$ cat src/bbpt_pkg.sv
package bbpt_pkg;

    // Command codes carried by an input word.
    localparam logic CMD_LOAD = 1'b0;
    localparam logic CMD_EMIT = 1'b1;

    // Grid and fixed-point constants.
    localparam int MAX_LEVEL  = 64;
    localparam int LEVEL_W    = 7;
    localparam int CELL_W     = 6;
    localparam int COORD_W    = 32;
    localparam int SLOT_W     = 4;
    localparam int PARAM_W    = 17;
    localparam int DIVIDEND_W = LEVEL_W + 16;
    localparam logic [LEVEL_W-1:0] LEVEL_RESET = LEVEL_W'(4);
    localparam logic [PARAM_W-1:0] Q16_ONE     = PARAM_W'(65536);

    // One queued word after classification.
    typedef struct packed {
        logic                       command;
        logic [SLOT_W-1:0]          point_slot;
        logic signed [COORD_W-1:0]  point_x;
        logic signed [COORD_W-1:0]  point_y;
        logic signed [COORD_W-1:0]  point_z;
        logic [LEVEL_W-1:0]         level;
        logic [LEVEL_W-1:0]         cell_u;
        logic [LEVEL_W-1:0]         cell_v;
    } bbpt_item_t;

    // Queue status seen by the front.
    typedef struct packed {
        logic full;
        logic empty;
    } bbpt_qstat_t;

    // Corner offsets of the six vertices of a cell.
    function automatic logic corner_du(input logic [2:0] k);
        logic r;
        case (k)
            3'd1, 3'd4, 3'd5: r = 1'b1;
            default:          r = 1'b0;
        endcase
        return r;
    endfunction

    function automatic logic corner_dv(input logic [2:0] k);
        logic r;
        case (k)
            3'd2, 3'd3, 3'd5: r = 1'b1;
            default:          r = 1'b0;
        endcase
        return r;
    endfunction

endpackage

$ cat src/bbpt_front.sv
module bbpt_front (
    input  logic                             clk,
    input  logic                             rst_n,
    input  logic                             cfg_valid,
    output logic                             cfg_ready,
    input  logic [bbpt_pkg::LEVEL_W-1:0]     cfg_data,
    input  logic                             in_valid,
    output logic                             in_stall,
    input  logic                             command,
    input  logic [bbpt_pkg::SLOT_W-1:0]      point_slot,
    input  logic signed [bbpt_pkg::COORD_W-1:0] point_x,
    input  logic signed [bbpt_pkg::COORD_W-1:0] point_y,
    input  logic signed [bbpt_pkg::COORD_W-1:0] point_z,
    input  logic [bbpt_pkg::CELL_W-1:0]      cell_u,
    input  logic [bbpt_pkg::CELL_W-1:0]      cell_v,
    input  bbpt_pkg::bbpt_qstat_t            qstat,
    output logic                             push,
    output bbpt_pkg::bbpt_item_t             push_item
);
    import bbpt_pkg::*;

    logic [LEVEL_W-1:0] level_reg;
    logic [LEVEL_W-1:0] level_eff;
    logic [LEVEL_W-1:0] cu_ext;
    logic [LEVEL_W-1:0] cv_ext;

    // Level register; always ready for a write.
    assign cfg_ready = 1'b1;

    always_ff @(posedge clk or negedge rst_n)
    begin
        if (!rst_n)
        begin
            level_reg <= LEVEL_RESET;
        end
        else if (cfg_valid)
        begin
            level_reg <= cfg_data;
        end
    end

    // Clamp the level into 1..MAX_LEVEL and the cell below it.
    always_comb
    begin
        if (level_reg == '0)
            level_eff = LEVEL_W'(1);
        else if (level_reg > LEVEL_W'(MAX_LEVEL))
            level_eff = LEVEL_W'(MAX_LEVEL);
        else
            level_eff = level_reg;
        cu_ext = LEVEL_W'(cell_u);
        cv_ext = LEVEL_W'(cell_v);
        if (cu_ext >= level_eff)
            cu_ext = level_eff - LEVEL_W'(1);
        if (cv_ext >= level_eff)
            cv_ext = level_eff - LEVEL_W'(1);
    end

    // Hand the classified word to the queue.
    assign in_stall = qstat.full;
    assign push     = in_valid && !qstat.full;

    always_comb
    begin
        push_item.command    = command;
        push_item.point_slot = point_slot;
        push_item.point_x    = point_x;
        push_item.point_y    = point_y;
        push_item.point_z    = point_z;
        push_item.level      = level_eff;
        push_item.cell_u     = cu_ext;
        push_item.cell_v     = cv_ext;
    end

endmodule

$ cat config.mk
export PLATFORM = sky130hd
export DESIGN_NAME = bbpt_front
export DESIGN_NICKNAME = d
export VERILOG_FILES = /design/src/bbpt_pkg.sv /design/src/bbpt_front.sv
export SDC_FILE = /design/constraint.sdc
export NUM_CORES = 1
export LEC_CHECK = 0
export BUFFER_PORTS_ARGS = -buffer_cell sky130_fd_sc_hd__clkbuf_2
export CAP_MARGIN = 5
export CORE_AREA = 3 3 95 97
export CTS_CLUSTER_DIAMETER = 200
export DETAILED_ROUTE_END_ITERATION = 6
export DIE_AREA = 0 0 98 100
export PLACE_DENSITY = 0.63
export RECOVER_POWER = 100
export SLEW_MARGIN = 5
export SYNTH_ARGS = -nofsm -noshare
export SYNTH_HDL_FRONTEND = slang
export SYNTH_SLANG_ARGS = --single-unit
$ cat constraint.sdc
create_clock -name clk -period 3.1 [get_ports clk]
set_clock_uncertainty 0.15 [all_clocks]
set_input_delay 0.62 -clock clk [delete_from_list [all_inputs] [get_ports clk]]
set_output_delay 0.62 -clock clk [all_outputs]
set_load 0.05 [all_outputs]
==> parameters.txt <==
Parameter                              Value

Detailed routing
  Met1 layer wirelength in the final routing    1680 um
  Met2 WL    roughly 1900 um
  Initial DRC count    17
  DR vias    1071
  Drt drc    0
  Avg Vias per Cell    a little under 4
  Number of detailed-route iterations in the first pass    4
  Wirelength per Cell    15.0 um
  Post-detailed-routing wire length    4120 um
  Remaining antenna violation count after routing    0
  Highest layer used for signal routing    met4
  DR WL met3    320 um

Timing
  Final Hold Viols    0
  Finish-stage setup viols    14
  Final setup slack of the worst path    -0.801 ns
  Setup repair after global routing missed its margin    yes
  Post-layout min period    approximately 4 ns
  Number of pins with negative max-slew slack in the final report    0
  Worst-case hold slack    0.126 ns
  Worst-margin pin slew    0.636 ns
  Final clock period utilization by the worst path    126%
  Worst rel slew slack    57.8%
  Achievable frequency    256 MHz

Flow run
  Max-capacitance violation count    0

Synthesis
  Share of synthesized area occupied by flip-flops and latches    10.3%
  Warnings from Yosys    0
  Leading register cell type out of synthesis    sky130_fd_sc_hd__dfrtp_1
  Share of async-settable or async-resettable flops after synthesis    100%
  Synth cell count leaders    103 x sky130_fd_sc_hd__buf_4, 15 x sky130_fd_sc_hd__mux2_2, 13 x sky130_fd_sc_hd__ha_1
  Synthesized cell area    1720 um^2
  Area leader, netlist    sky130_fd_sc_hd__buf_4
  Per-instance average area after synthesis    8.63 um^2
  Post-synthesis cell count    199
  Synthesized netlist net count    338
  Flops & latches, synth    7
  Count leader, synth    sky130_fd_sc_hd__buf_4
  Top cell type's share of synthesized area    45.0%
  Count of distinct cell types in the synthesized netlist    26
  Cell types with the largest area share after synthesis    sky130_fd_sc_hd__buf_4 45%, sky130_fd_sc_hd__mux2_2 9.8%, sky130_fd_sc_hd__ha_1 9.5%, sky130_fd_sc_hd__dfrtp_1 8.7%, sky130_fd_sc_hd__a2111oi_4 3.2%
  Number of enable flip-flop cells after synthesis    0

Die
  Die Outline Area    9800 um^2
  X dimension of the die    98 um
  Effective utilization at floorplan    20.9%
  Die Y    100 um
  Placeable core region    8220 um^2
  Ports placed on the boundary    251
  Number of cell rows    33

Global route
  Maximum number of pins on one net before global-route repair    8
  Wire length of the first global-routing pass    6600 um
  Antenna violations before repair    0
  Overall overflow remaining after global route    0
  Via count of the first global-routing pass    1242
  Total global routing track utilization    8.50%

Worst setup path
  CP Data Required Time    2.33 ns
  Peak fanout along the critical path    3
  Crit-path cells    or3_4 > nor3_4 > o21bai_2 > bufinv_8 > ha_4 > nand2b_4 > a2111oi_4 > nor3_2 > o31ai_4 > buf_4 > mux2_2 > clkbuf_8
  Number of buffer and inverter instances along the worst setup path    3
  CP Launch Type    flip-flop
  Critical path start-end classification    flip-flop to output pin
  Max stage delay cell, worst path    sky130_fd_sc_hd__or3_4
  Sort of element at the end of the critical path    output pin
  Cell type group with the largest total delay on the critical path    simple AND/OR/NAND/NOR gates
  Max stage delay on crit path    0.40 ns
  Critical Path AT    between 3 and 4 ns

Power
  NetSw    around 360 uW
  Part of the total power dissipated in sequential elements    13.1%
  Combinational power share    a little over two thirds
  Internal power consumption    475 uW
  Switching Share    roughly 43%
  Max IR drop VDD    0.000259 V
  Overall power    833 uW
  Ratio of total power to cell area    437 nW/um^2
  Share of power burned in the clock network    between 15 and 20%
  Leakage    0.000865 uW

Layout
  Final cell utilization of the core    23.2%
  Number of diodes added for antenna fixing    0
  Flip-flop count of the largest register, all copies and words added    7
  Layout area overhead    10.9%
  Number of standard cells in the layout, taps in and fillers out    275
  Net total in the final layout    310
  Fraction of layout cells with a size suffix above 1    60.0%

Placed design
  HPWL after detailed placement    between 3000 and 4000 um
  DP Cell Count    around 270
  RD Place Congestion    0.726
  Input/output buffers    46

Clocking
  Clock Sinks    7
  Buffer levels on the longest clock path    2
  Number of H-tree branching levels    1
  TritonCTS clock tree    done
  Clock latency on the worst-skew pair    0.23 ns
  CTS Buf Count    3
  Clock-pin slew reported for the worst setup and hold paths after clock tree synthesis    0.04 ns
  Buffer cell driving the clock tree root    sky130_fd_sc_hd__clkbuf_8

Worst hold path
  Kind of path behind the tightest hold check    input port to async pin

Status
  Failing checks    negative setup slack
  Outcome    finished with violations
## final cells by class
| type | count | area (um^2) |
|---|---|---|
| Clock buffer | 4 | 45.0 |
| Fill cell | 882 | 6310 |
| Sequential cell | 7 | 176 |
| Tap cell | 105 | 131 |
| Inverter | 12 | 58.8 |
| Multi-Input combinational cell | 74 | 843 |
| Timing Repair Buffer | 73 | 648 |
## power by group through the flow
| stage | sequential (uW) | combinational [uW] | clock, uW |
|---|---|---|---|
| final | 109 | 588 | 135 |
| after floorplan | 113 | 676 | 0 |
| after detailed placement | 110 | 502 | 0 |
| after CTS | 110 | 585 | 138 |
| after global routing | 111 | 625 | 141 |
| after global placement | 109 | 495 | 0 |
## layer usage
layer	vias up	track usage, %
li1	491	-
met1	499	10.2
met2	49	13.7
met3	32	2.15
met4	0	5.11
met5	-	0
## cells in the final DEF, fill, tap and decap left out, types with 5 or more instances in the layout
master                       n
sky130_fd_sc_hd__buf_12      5
sky130_fd_sc_hd__buf_4      22
sky130_fd_sc_hd__clkbuf_1   12
sky130_fd_sc_hd__clkbuf_16   5
sky130_fd_sc_hd__clkbuf_2   21
sky130_fd_sc_hd__dfrtp_1     6
sky130_fd_sc_hd__ha_1       11
sky130_fd_sc_hd__inv_1      11
sky130_fd_sc_hd__mux2_2      8
sky130_fd_sc_hd__mux2_4      7
sky130_fd_sc_hd__nand2b_1    6
sky130_fd_sc_hd__nor2_1      5
sky130_fd_sc_hd__o21ai_0     5
## metrics by stage
| step | setup TNS (ns) | area [um^2] | worst slack (ns) |
|---|---|---|---|
| floorplan | -7.70 | 1820 | -0.634 |
| global placement | -6.67 | 1650 | -0.580 |
| detailed placement | -7.97 | 1650 | -0.673 |
| CTS | -10.03 | 1890 | -0.834 |
| global route | -11.79 | 1900 | -0.948 |
| finish | -9.73 | 1900 | -0.801 |
## worst register-to-register path: stages, from the launching register on
cell and delay (ns):
sky130_fd_sc_hd__dfrtp_1 0.40, sky130_fd_sc_hd__buf_4 0.16, sky130_fd_sc_hd__mux2_2 0.26
## kinds of logic (layout without fill, tap and decap cells)
group,Yosys count,after routing,synth area share (%)
buf+inv,118,89,48.3
simple gates,25,25,9.62
mux,19,19,12.2
compound gates,15,15,9.40
fa+ha+maj,13,13,9.48
flops,7,7,10.3
other cells,1,1,0.218
xor+xnor,1,1,0.510
## path summary, 6_finish.rpt
check / endpoint / slack (ns) / start / depth (start not counted)
worst max-delay path: push_item[4] / -0.80 / level_reg[3] / 12
worst min-delay path: level_reg[6] / 0.13 / rst_n / 1
worst max register to register: level_reg[5] / 2.02 / level_reg[5] / 2
worst min register to register: level_reg[4] / 0.50 / level_reg[4] / 2
max in group asynchronous: level_reg[2] / 2.36 / rst_n / 1
min in group clk: level_reg[6] / 0.47 / cfg_data[6] / 2
## timing repair
item | CTS | global route
hold buffers | 0 | 0
endpoints found under the setup margin | 14 | 14
pin swaps | 4 | 1
setup buffers | 1 | 1
gates resized for setup | 36 | 6
No activity file was read; power rests on OpenSTA's default activity.
