==> config.mk <==
export PLATFORM = sky130hd
export DESIGN_NAME = bbpt_queue
export DESIGN_NICKNAME = d
export VERILOG_FILES = /design/src/bbpt_pkg.sv /design/src/bbpt_queue.sv
export SDC_FILE = /design/constraint.sdc
export NUM_CORES = 1
export LEC_CHECK = 0
export BUFFER_PORTS_ARGS = -buffer_cell sky130_fd_sc_hd__buf_4
export CAP_MARGIN = 20
export CORE_ASPECT_RATIO = 0.5
export CORE_MARGIN = 4
export CORE_UTILIZATION = 45
export DETAILED_ROUTE_END_ITERATION = 10
export PLACE_DENSITY = 0.76
export SYNTH_ARGS = -nofsm -noshare
export SYNTH_HDL_FRONTEND = slang
export SYNTH_SLANG_ARGS = --single-unit
export TNS_END_PERCENT = 30
==> constraint.sdc <==
create_clock -name clk -period 6.9 [get_ports clk]
set_input_delay 1.725 -clock clk [delete_from_list [all_inputs] [get_ports clk]]
set_output_delay 1.725 -clock clk [all_outputs]
set_load 0.05 [all_outputs]
==> src/bbpt_pkg.sv <==
package bbpt_pkg;

    // Command codes carried by an input word.
    localparam logic CMD_LOAD = 1'b0;
    localparam logic CMD_EMIT = 1'b1;

    // Grid and fixed-point constants.
    localparam int MAX_LEVEL  = 64;
    localparam int LEVEL_W    = 7;
    localparam int CELL_W     = 6;
    localparam int COORD_W    = 32;
    localparam int SLOT_W     = 4;
    localparam int PARAM_W    = 17;
    localparam int DIVIDEND_W = LEVEL_W + 16;
    localparam logic [LEVEL_W-1:0] LEVEL_RESET = LEVEL_W'(4);
    localparam logic [PARAM_W-1:0] Q16_ONE     = PARAM_W'(65536);

    // One queued word after classification.
    typedef struct packed {
        logic                       command;
        logic [SLOT_W-1:0]          point_slot;
        logic signed [COORD_W-1:0]  point_x;
        logic signed [COORD_W-1:0]  point_y;
        logic signed [COORD_W-1:0]  point_z;
        logic [LEVEL_W-1:0]         level;
        logic [LEVEL_W-1:0]         cell_u;
        logic [LEVEL_W-1:0]         cell_v;
    } bbpt_item_t;

    // Queue status seen by the front.
    typedef struct packed {
        logic full;
        logic empty;
    } bbpt_qstat_t;

    // Corner offsets of the six vertices of a cell.
    function automatic logic corner_du(input logic [2:0] k);
        logic r;
        case (k)
            3'd1, 3'd4, 3'd5: r = 1'b1;
            default:          r = 1'b0;
        endcase
        return r;
    endfunction

    function automatic logic corner_dv(input logic [2:0] k);
        logic r;
        case (k)
            3'd2, 3'd3, 3'd5: r = 1'b1;
            default:          r = 1'b0;
        endcase
        return r;
    endfunction

endpackage

==> src/bbpt_queue.sv <==
module bbpt_queue (
    input  logic                  clk,
    input  logic                  rst_n,
    input  logic                  push,
    input  bbpt_pkg::bbpt_item_t  push_item,
    input  logic                  pop,
    output bbpt_pkg::bbpt_item_t  head_item,
    output bbpt_pkg::bbpt_qstat_t qstat
);
    import bbpt_pkg::*;

    bbpt_item_t slot_reg [2];
    logic       wr_ptr_reg;
    logic       rd_ptr_reg;
    logic [1:0] count_reg;

    assign qstat.full  = (count_reg == 2'd2);
    assign qstat.empty = (count_reg == 2'd0);
    assign head_item   = slot_reg[rd_ptr_reg];

    // Two-entry word queue between front and back.
    always_ff @(posedge clk)
    begin
        if (push)
            slot_reg[wr_ptr_reg] <= push_item;
    end

    always_ff @(posedge clk or negedge rst_n)
    begin
        if (!rst_n)
        begin
            wr_ptr_reg <= 1'b0;
            rd_ptr_reg <= 1'b0;
            count_reg  <= 2'd0;
        end
        else
        begin
            if (push)
                wr_ptr_reg <= ~wr_ptr_reg;
            if (pop)
                rd_ptr_reg <= ~rd_ptr_reg;
            if (push && !pop)
                count_reg <= count_reg + 2'd1;
            else if (pop && !push)
                count_reg <= count_reg - 2'd1;
        end
    end

endmodule

==> metrics.txt, run 1 <==
DRC Markers 0; Die H 110 um; first-pass GRT wire length 26,800 um; sequential cell area fraction in the yosys report 0.800; CP Max Fanout about 110; Slowest cell on crit path dfrtp_4; post-layout net count 787; DRT Wirelength 18,300 um; Data required, critical path 5180 ps; post-CTS sizing 0; Clock Path Buffers 3; status finished, final reports clean; syn_area_per_cell approximately 23 um2; Final Skew roughly 9.0 ps; syn_nets 523; DRT antenna net count 0; Total GRT Usage 0.151; vias per cell 4.77; top-area cell type share of the netlist area 0.790; CTS sink cnt 248; Routed WL per cell a little under 20 um; CTS buffer count 23; Hold WS 495 ps; cell taking the most area after synthesis edfxtp_1; most frequent cells in the layout buf_4 (252), edfxtp_1 (244), mux2_4 (70); H-tree Lvls 1; Synth warnings 0; Pre-antenna DRT Iters 4; # diodes 0; crit path cell chain buf_12 > mux2_2 > buf_4; routability cong. 0.688; die area approximately 23,000 um2; Post-CTS Setup Bufs 0; Area contributors post-synth edfxtp_1 (79%), mux2_4 (11%), mux2_2 (6.3%), dfrtp_1 (1.1%), buf_6 (0.97%); initial antenna violation count 0; synthesized instance count 396; largest net degree at the start of global routing 106; commonest non-fill, non-tap cell in the layout buf_4; Crit. End Element output port; Critical Path AT 2380 ps; Max Transition Viols Final 0; max cap viols 0; min Tclk post-route 4110 ps; family with the most delay on the worst path buffers and inverters; Core Region 19,900 um2; PwrDens about 490 nW/um2; CP Launch Type register; total number of vias 4,494; Hold Vio Cnt, Final 0; Final Cycle Share 0.596; FF+latch count, synth 248; fmax 0.243 GHz; Yosys cell types 14; initial core utilization 0.467; RSZ-0062 raised after global routing false; layout cells sized above 1 0.607; site row count 36; setup_tns 0 ps; Max-slew headroom 0.390; max reg flops around 240; Port Buffer Count 249; endpoints failing setup 0; final HPWL from detailed placement 12,200 um; GRT overflow 0; clock latency on the worst-skew pair 490 ps; VDD IR-drop max 0.332 mV; drt first-iter violations 247; Hold Crit Class register to register; vias in the first global route 4,874; slowest stage delay, CP 600 ps; Clock Tree Root clkbuf_16; Worst-path clk slew 60 ps; Worst Tran Pin Value slightly above 900 ps; mapped cell area ~9300 um2; critical path class register to output port; Synth-to-Final Area Change 31.4%; die width 211 um; leak pwr 4.77 nW; Buf/Inv on CP 2; CTS tree built; # IOs 250; hold buffers post-CTS 0
synthesized netlist by cell type:
| library cell | count |
|---|---|
| dfrtp_1 | 4 |
| buf_6 | 8 |
| buf_2 | 5 |
| xnor2_1 | 1 |
| edfxtp_1 | 244 |
| xor2_1 | 4 |
| buf_8 | 1 |
| mux2_4 | 70 |
| nor2b_1 | 2 |
| inv_1 | 1 |
| ha_1 | 1 |
| nor2_1 | 2 |
| mux2_2 | 52 |
| and2_1 | 1 |
logic make-up after synthesis:
group / Yosys count / share of synthesized area
xor+xnor: 5 / 0.00472
flops: 248 / 0.800
simple gates: 5 / 0.00283
mux: 122 / 0.176
fa+ha+maj: 1 / 0.00135
buf+inv: 15 / 0.0144
layout make-up:
| class | instances | area (um2) |
|---|---|---|
| Tap cell | 266 | 333 |
| Multi-Input combinational cell | 133 | 1730 |
| Clock buffer | 28 | 594 |
| Fill cell | 1423 | 7670 |
| Sequential cell | 248 | 7430 |
| Inverter | 1 | 3.75 |
| Timing Repair Buffer | 253 | 1910 |
| Clock inverter | 13 | 193 |
worst paths after layout:
check	start	end	slack, ps	cells after the start
max in group asynchronous	rst_n	rd_ptr_reg$_DFFE_PN0P_	5760	1
hold / removal	count_reg[1]$_DFFE_PN0P_	count_reg[1]$_DFFE_PN0P_	500	1
setup reg to reg	wr_ptr_reg$_DFFE_PN0P_	slot_reg[1][61]$_DFFE_PP_	4480	2
min in group asynchronous	rst_n	wr_ptr_reg$_DFFE_PN0P_	1020	1
setup / recovery	rd_ptr_reg$_DFFE_PN0P_	head_item[115]	2790	3
hold reg to reg	count_reg[1]$_DFFE_PN0P_	count_reg[1]$_DFFE_PN0P_	500	1
layer usage:
layer | GRT usage | part of all wire | vias to the layer above | routed length, um
met4 | 0.0458 | 0.024 | 0 | 448
met5 | 0 | 0 | - | 0
met3 | 0.0305 | 0.040 | 29 | 736
met1 | 0.167 | 0.37 | 2273 | 6690
met2 | 0.295 | 0.57 | 96 | 10400
li1 | - | - | 2096 | -
per-stage QoR:
step	std cells	cell area [um2]	setup slack [ps]	power [W]	utilization
finish	942	12200	2790	0.00599	0.614
detailed placement	901	11400	3060	0.00472	0.574
floorplan	396	9280	1560	0.00408	-
global route	942	12200	2710	0.00622	0.614
global placement	901	11400	3080	0.00470	0.574
CTS	942	12200	2770	0.00606	0.614
report_power, final:
group / leakage, nW / internal, W / switching, W
clock: 0.383 / 0.000802 / 0.000521
combinational: 2.05 / 0.000894 / 0.00168
sequential: 2.34 / 0.00200 / 0.0000936
worst reg2reg max path, delay by kind of cell, from the launching register on:
| family | cells | cell delay [ps] |
|---|---|---|
| simple gates | 1 | 740 |
| flops | 1 | 440 |
| buf+inv | 1 | 820 |
Note: power is estimated with default switching activity, not from simulation.
==> run 2, diff against run 1 <==
- PLACE_DENSITY: 0.76 -> 0.73
- clock period: 6.9 -> 4.3 ns (I/O delays scaled with it)
==> run 2 against run 1 <==
Compared with the run above:
- critical path depth unchanged
- flip-flop and latch count unchanged
- global-route usage increased by 0.36 points
- die area unchanged
- combinational power increased by 60%
- clock power increased by 47%
- final cell count increased by 0.21%
- critical endpoint is now head_item[13]
- largest cell class unchanged
- largest power group unchanged
==> metrics.txt, run 2 (synthesis gave the netlist of run 1 again) <==
min Tclk post-route between 3000 and 4000 ps; post-layout net count 789; first-pass GRT wire length about 27,000 um; Clock Path Buffers 3; RSZ-0062 raised after global routing false; Total GRT Usage 0.154; Port Buffer Count 249; H-tree Lvls 1; drt first-iter violations between 200 and 250; Clock Tree Root clkbuf_16; commonest non-fill, non-tap cell in the layout buf_4; DRT Wirelength about 18,000 um; initial antenna violation count 0; endpoints failing setup 0; slowest stage delay, CP 760 ps; CTS sink cnt 248; Core Region 19,900 um2; Synth-to-Final Area Change 31.2%; clock latency on the worst-skew pair 510 ps; critical path class register to output port; max cap viols 0; layout cells sized above 1 0.608; Critical Path AT 2270 ps; Max-slew headroom 0.473; die area 23,100 um2; post-CTS sizing 0; vias in the first global route 4,927; Final Cycle Share 0.777; DP Area 11,500 um2; initial core utilization 0.467; GRT overflow 0; CP Max Fanout 49; Hold Vio Cnt, Final 0; status finished, final reports clean; max reg flops roughly 240; die width ~210 um; final HPWL from detailed placement 12,500 um; total number of vias 4,565; site row count 36; DRC Markers 0; Worst-path clk slew 60 ps; CP Launch Type register; # diodes 0; final instance area between 10,000 and 15,000 um2; dpl cells approximately 900; Post-CTS Setup Bufs 0; CTS buffer count 23; largest net degree at the start of global routing 90; Die H 110 um; Hold WS 351 ps; Pre-antenna DRT Iters 4; DRT antenna net count 0; hold buffers post-CTS 0; Max Transition Viols Final 0; routability cong. 0.749; PwrDens 776 nW/um2; Final Skew 7.15 ps; non-filler instance count after layout 944; vias per cell ~4.8; CTS tree built; fmax approximately 0.3 GHz; Buf/Inv on CP 2; most frequent cells in the layout buf_4 (251), edfxtp_1 (244), mux2_4 (70); Hold Crit Class input pin to asynchronous set/reset pin; Final Util 0.613; family with the most delay on the worst path flip-flops; Slowest cell on crit path dfrtp_4; # IOs 250; leak pwr 4.76 nW; VDD IR-drop max ~0.53 mV; Routed WL per cell 19.6 um; Crit. End Element output port; Worst Tran Pin Value 791 ps; Data required, critical path roughly 3200 ps; crit path cell chain buf_12 > mux2_2 > buf_4
## run 2: cell count changes in the layout (fill, tap and decap cells not counted), sizes merged
cell / previous run / this run
clkinv: 7 / 13
clkbuf: 28 / 24
bufinv: 5 / 2
buf: 253 / 255
clkinvlp: 0 / 1
## run 2: stage by stage
| step | setup WS, ps | TNS [ps] | total power, W |
|---|---|---|---|
| floorplan | -55.4 | -6760 | 0.00653 |
| global placement | 1460 | 0 | 0.00758 |
| detailed placement | 1440 | 0 | 0.00762 |
| CTS | 899 | 0 | 0.00957 |
| global route | 845 | 0 | 0.00983 |
| finish | 957 | 0 | 0.00944 |
## run 2: report_power, final
group	internal [W]	total, W	switching (W)
Sequential	0.00321	0.00339	0.000183
Clock	0.00110	0.00194	0.000840
Combinational	0.00145	0.00411	0.00266
Total	0.00576	0.00944	0.00368
## run 2: path summary, 6_finish.rpt
kind,startpoint,to,slack (ps),depth (start not counted)
worst max-delay path,rd_ptr_reg$_DFFE_PN0P_,head_item[13],960,3
worst min-delay path,rst_n,count_reg[0]$_DFFE_PN0P_,350,1
worst max register to register,wr_ptr_reg$_DFFE_PN0P_,slot_reg[1][64]$_DFFE_PP_,2390,2
worst min register to register,count_reg[1]$_DFFE_PN0P_,count_reg[1]$_DFFE_PN0P_,510,1
max in group asynchronous,rst_n,rd_ptr_reg$_DFFE_PN0P_,3830,1
min in group clk,count_reg[1]$_DFFE_PN0P_,count_reg[1]$_DFFE_PN0P_,510,1
## run 2: area by class of cell
cell class / instances / area (um2)
fillers: 1447 / 7690
clock buffers: 24 / 579
well taps: 266 / 333
repair buffers: 255 / 1960
inverters: 1 / 3.75
multi-input cells: 133 / 1730
flip-flops and latches: 248 / 7430
clock inverters: 17 / 131
## run 2: metal layers
metal,GRT usage,part of all wire,vias up
met5,0,0,-
met1,0.177,0.37,2312
met3,0.0408,0.051,39
li1,-,-,2105
met2,0.289,0.55,109
met4,0.0439,0.028,0
## run 2: worst reg2reg max path: cells and delay by family (launching register included)
kind / cells / cell delay, ps
flip-flops: 1 / 410
buffers and inverters: 1 / 450
AND/OR/NAND/NOR: 1 / 690
==> run 3, diff against run 2 <==
- PLACE_DENSITY: 0.73 -> 0.76
- clock period: 4.3 -> 2.9 ns (I/O delays scaled with it)
==> run 3 against run 2 <==
Compared with the run above:
- critical path depth unchanged
- first-iteration DRC count increased by 23%
- combinational power increased by 51%
- via count decreased by 0.35%
- flip-flop and latch count unchanged
- clock power increased by 52%
- non-clock buffer count increased by 5
- core utilization increased by 0.31 points
- register-to-register slack got worse by 1100 ps
- hold slack improved by 53 ps
- count of clock-buffer cells in the layout increased by 4
- setup slack got worse by 820 ps
==> metrics.txt, run 3 (synthesis gave the netlist of run 1 again) <==
Pwr Total roughly 0.014 W; Port Buffer Count 249; Critical Path AT ~2000 ps; routability cong. 0.798; DRC Markers 0; vias in the first global route 4,870; drt first-iter violations 248; slowest stage delay, CP 540 ps; # IOs 250; layout cells sized above 1 0.608; family with the most delay on the worst path flip-flops; critical path class register to output port; most frequent cells in the layout buf_4 (254), edfxtp_1 (244), mux2_4 (70); Crit. End Element output port; Slowest cell on crit path dfrtp_4; Max-slew headroom 0.697; DP Area 11,500 um2; die width 211 um; Final Util 0.616; initial core utilization 0.467; Hold Crit Class input pin to register; Final Skew roughly 14 ps; first-pass GRT wire length 27,600 um; Die H 110 um; # diodes 0; max reg flops 244; largest net degree at the start of global routing 71; CTS tree built; Final Cycle Share 0.951; RSZ-0062 raised after global routing false; footprint of the multi-input gates 1730 um2; Clock Tree Root clkbuf_16; Fill cells 1,431; Buf/Inv on CP 2; Pre-antenna DRT Iters 4; die area 23,100 um2; PwrDens approximately 1200 nW/um2; Max Transition Viols Final 0; Worst-path clk slew 70 ps; final HPWL from detailed placement 13,100 um; GRT overflow 0; CP Max Fanout 59; initial antenna violation count 0; Sequential cell area 7430 um2; Hold Vio Cnt, Final 0; fmax 0.363 GHz; commonest non-fill, non-tap cell in the layout buf_4; flop-to-flop setup slack 1300 ps; CP Launch Type register; setup_tns 0 ps; endpoints failing setup 0; DRT antenna net count 0; post-CTS sizing 0; Clock Path Buffers 3; total number of vias ~4,500; Routed WL per cell approximately 20 um; CTS sink cnt 248; H-tree Lvls 1; Synth-to-Final Area Change 31.8%; crit path cell chain buf_12 > mux2_2 > buf_4; Total GRT Usage 0.157; Core Region 19,900 um2; status finished, final reports clean; CTS buffer count 22; max cap viols 0; clock latency on the worst-skew pair 500 ps; site row count 36; post-layout net count around 790; Data required, critical path 2170 ps; VDD IR-drop max between 0.7 and 0.8 mV; vias per cell 4.80; Worst Tran Pin Value 455 ps; min Tclk post-route approximately 2800 ps; final instance area roughly 12,000 um2; DRT Wirelength 19,100 um; leak pwr 4.79 nW
==> run 3: report_power, final <==
group          switching (W)  internal [W]
combinational        0.00402       0.00219
sequential          0.000222       0.00476
clock                0.00123       0.00172
==> run 3: path summary, 6_finish.rpt <==
| kind | from | depth (start not counted) | to |
|---|---|---|---|
| min reg2reg | count_reg[1]$_DFFE_PN0P_ | 1 | count_reg[1]$_DFFE_PN0P_ |
| max reg2reg | wr_ptr_reg$_DFFE_PN0P_ | 2 | slot_reg[0][9]$_DFFE_PP_ |
| max | rd_ptr_reg$_DFFE_PN0P_ | 3 | head_item[114] |
| min in group asynchronous | rst_n | 2 | count_reg[1]$_DFFE_PN0P_ |
| max in group asynchronous | rst_n | 2 | rd_ptr_reg$_DFFE_PN0P_ |
| min | push_item[52] | 1 | slot_reg[1][52]$_DFFE_PP_ |
==> run 3: timing repair <==
item / 4_1_cts / 5_1_grt
endpoints found under the hold margin: 4 / 0
hold buffers: 1 / 0
buffers inserted: 0 / 0
==> run 3: cell type report <==
type | count | area share
well taps | 266 | 0.0272
flip-flops and latches | 248 | 0.607
inverters | 1 | 0.000307
clock inverters | 11 | 0.0102
multi-input cells | 133 | 0.141
clock buffers | 28 | 0.0486
repair buffers | 260 | 0.165
==> run 3: per-stage QoR <==
stage	hold WS (ps)	cells	worst slack, ps
global route	365	947	56.3
floorplan	429	396	-92.0
detailed placement	497	907	637
finish	404	947	141
global placement	496	907	676
CTS	378	947	98.8
==> run 3: routing by layer <==
| metal | global-route usage | wire length, um | share of wire | vias up |
|---|---|---|---|---|
| met1 | 0.176 | 7130 | 0.37 | 2294 |
| li1 | - | - | - | 2107 |
| met4 | 0.0490 | 531 | 0.028 | 0 |
| met5 | 0 | 0 | 0 | - |
| met2 | 0.297 | 10600 | 0.56 | 113 |
| met3 | 0.0393 | 800 | 0.042 | 35 |
